[src/qapa_ram.sv]
`default_nettype none
// ----------------------------------------------------------------------------
// qapa_ram
// Simple dual-port RAM, one write port and one registered read port.
// ----------------------------------------------------------------------------
module qapa_ram #(
  parameter int unsigned WIDTH = 8,
  parameter int unsigned DEPTH = 16,
  localparam int unsigned AW   = (DEPTH > 1) ? $clog2(DEPTH) : 1
) (
  input  wire logic             clk_i,
  input  wire logic             we_i,
  input  wire logic [AW-1:0]    waddr_i,
  input  wire logic [WIDTH-1:0] wdata_i,
  input  wire logic             re_i,
  input  wire logic [AW-1:0]    raddr_i,
  output logic      [WIDTH-1:0] rdata_o
);

  logic [WIDTH-1:0] mem_q [DEPTH];
  logic [WIDTH-1:0] rdata_q;

  always_ff @(posedge clk_i) begin
    if (we_i) begin
      mem_q[waddr_i] <= wdata_i;
    end
    if (re_i) begin
      rdata_q <= mem_q[raddr_i];
    end
  end

  assign rdata_o = rdata_q;

endmodule
`default_nettype wire

[config.mk]
export PLATFORM = sky130hd
export DESIGN_NAME = qapa_ram
export DESIGN_NICKNAME = d
export VERILOG_FILES = /design/src/qapa_ram.sv
export SDC_FILE = /design/constraint.sdc
export NUM_CORES = 1
export LEC_CHECK = 0
export BUFFER_PORTS_ARGS = -buffer_cell sky130_fd_sc_hd__buf_2
export CAP_MARGIN = 10
export CORE_MARGIN = 3
export CORE_UTILIZATION = 65
export DETAILED_ROUTE_END_ITERATION = 10
export PLACE_DENSITY_LB_ADDON = 0.3
export SKIP_LAST_GASP = 1
export SLEW_MARGIN = 30
export SYNTH_ARGS = -nofsm -noshare
export SYNTH_HDL_FRONTEND = slang
export SYNTH_SLANG_ARGS = --single-unit
[constraint.sdc]
create_clock -name clk_i -period 5.2 [get_ports clk_i]
set_input_delay 1.56 -clock clk_i [delete_from_list [all_inputs] [get_ports clk_i]]
set_output_delay 1.56 -clock clk_i [all_outputs]
set_load 0.02 [all_outputs]
### Word level (Yosys, flattened, before mapping)

Memory sizes are Yosys's and may differ from the RTL's. A register that Yosys moved wholly into a read port is not among the register bits.
Cells that the tools add are included.

* register bits after elaboration: 0
* memory bits (writable): 128
* bits of input ports: 19
* output and inout bits: 8
* word-level logic and storage cells: 3
* memories: 1

Memories
* mem_q: words 16, width 8, rd ports 1, clocked after Yosys merged registers in 1, wr ports 1, line 20 `logic [WIDTH-1:0] mem_q [DEPTH];`

* multiplexer cells: 2

Operators by type and width (number)
* $mux W1: 2

### Logic depth before layout (Yosys ltp)

* depth in word-level cells: 2
* gate-level depth with buffers: 5
* gate-level depth less buffers: 3

### Least setup slack after synthesis

Ideal clock, no wire load.

* kind: input -> register
* start point: input port waddr_i[2]
* end point: memory mem_q[0][0], enable pin
* setup time: 0.383 ns
* arrival: 2.670 ns
* data required time: 4.817 ns
* slack: 2.147 ns
* stages: 2
* path buffers: 0
* cells stage by stage: or3b_2 > nor3_1

RTL lines
* from (decl): line 13 `input wire logic [AW-1:0] waddr_i,`
* to (decl): line 20

No word-level cell before the write port.

==> insert_results.sql <==
INSERT INTO impl_metrics (metric_group, metric, value, unit) VALUES
('run_status', 'outcome', 'complete, no violations', ''),
('timing', 'post-route-period-util', '0.5367', ''),
('synthesis', 'synth_top_family_by_area', 'multiplexers', ''),
('detailed_routing', 'dr_pass1_iterations', '4', ''),
('detailed_routing', 'wl', '9688', 'µm'),
('setup_path', 'critical_path_arrival', '3040', 'ps'),
('setup_path', 'timing.critical_path.cells', 'buf_4 > mux4_1 > a22oi_1 > nand2_1', ''),
('setup_path', 'setup.worst_path.end_class', 'flip-flop', ''),
('die', 'placeableCoreArea', '7767', 'µm²'),
('clocking', 'clock_latency', '510', 'ps'),
('detailed_routing', 'met3RoutedLength', '770', 'µm'),
('global_routing', 'maximum_number_of_pins_on_one_net_before_global_route_repair', '33', ''),
('finish', 'final-seq-area', '4084', 'µm²'),
('synthesis', 'postSynthCellCount', '229', ''),
('hold_path', 'min_path_type', 'flip-flop to flip-flop', ''),
('power', 'finalPower', '2456', 'µW'),
('detailed_routing', 'topRoutingLayerUsed', 'met4', ''),
('clocking', 'cts_resized', '0', ''),
('timing', 'max_slew_margin_vs_limit', '0.4011', ''),
('setup_path', 'path_class', 'input pin to flip-flop', ''),
('detailed_routing', 'route.detailed.wl_per_inst', '25.36', 'µm'),
('die', 'number_of_top_level_pins', '27', ''),
('synthesis', 'muxShareOfSynthArea', '0.1479', ''),
('synthesis', 'synth.net_count', '248', ''),
('detailed_routing', 'via_density_per_instance', '6.319', ''),
('finish', 'syn2layout_area_growth', '14.38', '%'),
('timing', 'final.min_clock_period', '2791', 'ps'),
('synthesis', 'synth-xor-area-share', '0', ''),
('placement', 'dp_hpwl', '5584', 'µm'),
('detailed_routing', 'route.detailed.drc', '0', ''),
('timing', 'fin_skew', '9.838', 'ps'),
('finish', 'nets', '287', ''),
('synthesis', 'synth.avg_cell_area', '22.83', 'µm²'),
('flow_run', 'cap_violations', '0', ''),
('die', 'die_width', '95.68', 'µm'),
('timing', 'report.final.setup_viol', '0', ''),
('finish', 'multiInputGateArea', '1057', 'µm²'),
('synthesis', 'yosysWarnings', '0', ''),
('clocking', 'cts_sinks', '136', ''),
('synthesis', 'async_flop_share', '0', ''),
('placement', 'portBuffers', '26', ''),
('synthesis', 'synth_edf_count', '136', ''),
('clocking', 'cts.hold.buffers_added', '0', ''),
('synthesis', 'synth_seq_cells', '136', ''),
('die', 'placementRows', '32', ''),
('clocking', 'cts_buffer_depth', '2', ''),
('global_routing', 'global_route_wire_length_before_repair', '14460', 'µm'),
('clocking', 'ctsRootBufferMaster', 'clkbuf_8', ''),
('power', 'power_leakage', '0.001990', 'µW'),
('synthesis', 'synth.cell_area', '5228', 'µm²'),
('global_routing', 'first_global_vias', '2393', ''),
('synthesis', 'synth-adder-area-share', '0', ''),
('timing', 'finalHoldViolations', '0', ''),
('timing', 'timing.setup.tns', '0', 'ps'),
('synthesis', 'synth_simple_gate_area_frac', '0.03135', ''),
('detailed_routing', 'num_vias', '2414', ''),
('detailed_routing', 'postRouteAntennaNets', '0', ''),
('power', 'powerDensity', '410.7', 'nW/µm²'),
('timing', 'timing.fmax', '0.3583', 'GHz'),
('die', 'design.die.area', '9155', 'µm²'),
('finish', 'final_layout_size_suffix_gt1_frac', '0.2750', ''),
('clocking', 'cts_tree', 'done', ''),
('global_routing', 'antenna_found_initial', '0', ''),
('detailed_routing', 'routed_metal_1_wirelength', '3951', 'µm'),
('detailed_routing', 'first_iter_violations', '258', ''),
('synthesis', 'ys_dominant_reg_cell', 'edfxtp_1', ''),
('timing', 'drv_slew', '0', ''),
('power', 'peakVddDrop', '0.0003002', 'V'),
('clocking', 'cts.clk_slew.worst_paths', '60', 'ps'),
('placement', 'place.gp.congestion', '0.7251', ''),
('die', 'initial_util', '0.6730', '');
==> synth_stat cells, types with 2 or more instances <==
cell / n / area share
edfxtp_1: 136 / 0.78
mux4_2: 18 / 0.078
a22oi_1: 16 / 0.023
mux4_1: 14 / 0.070
nor2_1: 13 / 0.0093
nand2_1: 9 / 0.0065
nor3_1: 4 / 0.0038
buf_2: 3 / 0.0029
buf_6: 3 / 0.0065
clkdlybuf4s25_2: 3 / 0.0057
nand2b_1: 2 / 0.0024
nand3b_1: 2 / 0.0029
==> per-layer routing <==
metal / up-vias / GRT usage
met5: - / 0
met2: 113 / 0.3596
met3: 7 / 0.06314
met4: 0 / 0.06991
met1: 1236 / 0.3493
li1: 1058 / -
==> report_power, final <==
part           total, µW  switching (µW)  internal [µW]
clock network       1100             431            672
logic                110            66.6           43.3
registers           1240            7.34           1240
total               2460             505           1950
==> layout by cell type (no fill, tap or decap), drive strengths merged <==
master	synthesis	layout
nand3b	2	2
clkbuf	0	17
buf	7	30
nor3	4	4
or3b	1	1
clkinvlp	0	4
nand2b	2	2
inv	0	1
edfxtp	136	136
nand2	9	9
nor2	13	13
nand3	1	1
mux4	32	32
a22oi	16	16
bufinv	0	2
clkinv	0	7
nor2b	1	1
and2b	1	1
and2	1	1
==> metrics by stage <==
| step | worst slack [ps] | utilization | instances | cell area, µm² |
|---|---|---|---|---|
| floorplan | 2147 | - | 229 | 5228 |
| global placement | 1544 | 0.6989 | 351 | 5429 |
| detailed placement | 1853 | 0.6993 | 351 | 5431 |
| CTS | 2393 | 0.7698 | 382 | 5979 |
| global route | 2328 | 0.7698 | 382 | 5979 |
| finish | 2409 | 0.7698 | 382 | 5979 |
==> sequential cells by signal, indices dropped and copies added (netlist names) <==
name	cells
mem_q	128
rdata_o	8
==> layout make-up <==
type	count	area share
timing repair buffer	30	0.02720
tap	102	0.02134
clock inverter	14	0.02239
sequential	136	0.6830
multi-input combinational	83	0.1768
clock buffer	17	0.06926
==> worst paths after layout <==
check                                  start         end  slack (ps)  depth (start not counted)
worst min-delay path            mem_q[14][7]  rdata_o[7]         740                          3
worst max register to register   mem_q[8][3]  rdata_o[3]        3700                          3
worst max-delay path              raddr_i[0]  rdata_o[3]        2410                          4
worst min register to register  mem_q[14][7]  rdata_o[7]         740                          3
==> worst max-delay path: cells and delay by family <==
kind / cells / cell delay (ps)
buf+inv: 1 / 460
compound gates: 1 / 280
simple gates: 1 / 90
mux: 1 / 630
==> logic make-up after synthesis <==
family | after synthesis
flops | 136
simple gates | 35
mux | 32
compound gates | 16
buf+inv | 10
No activity file was read; power rests on OpenSTA's default activity.
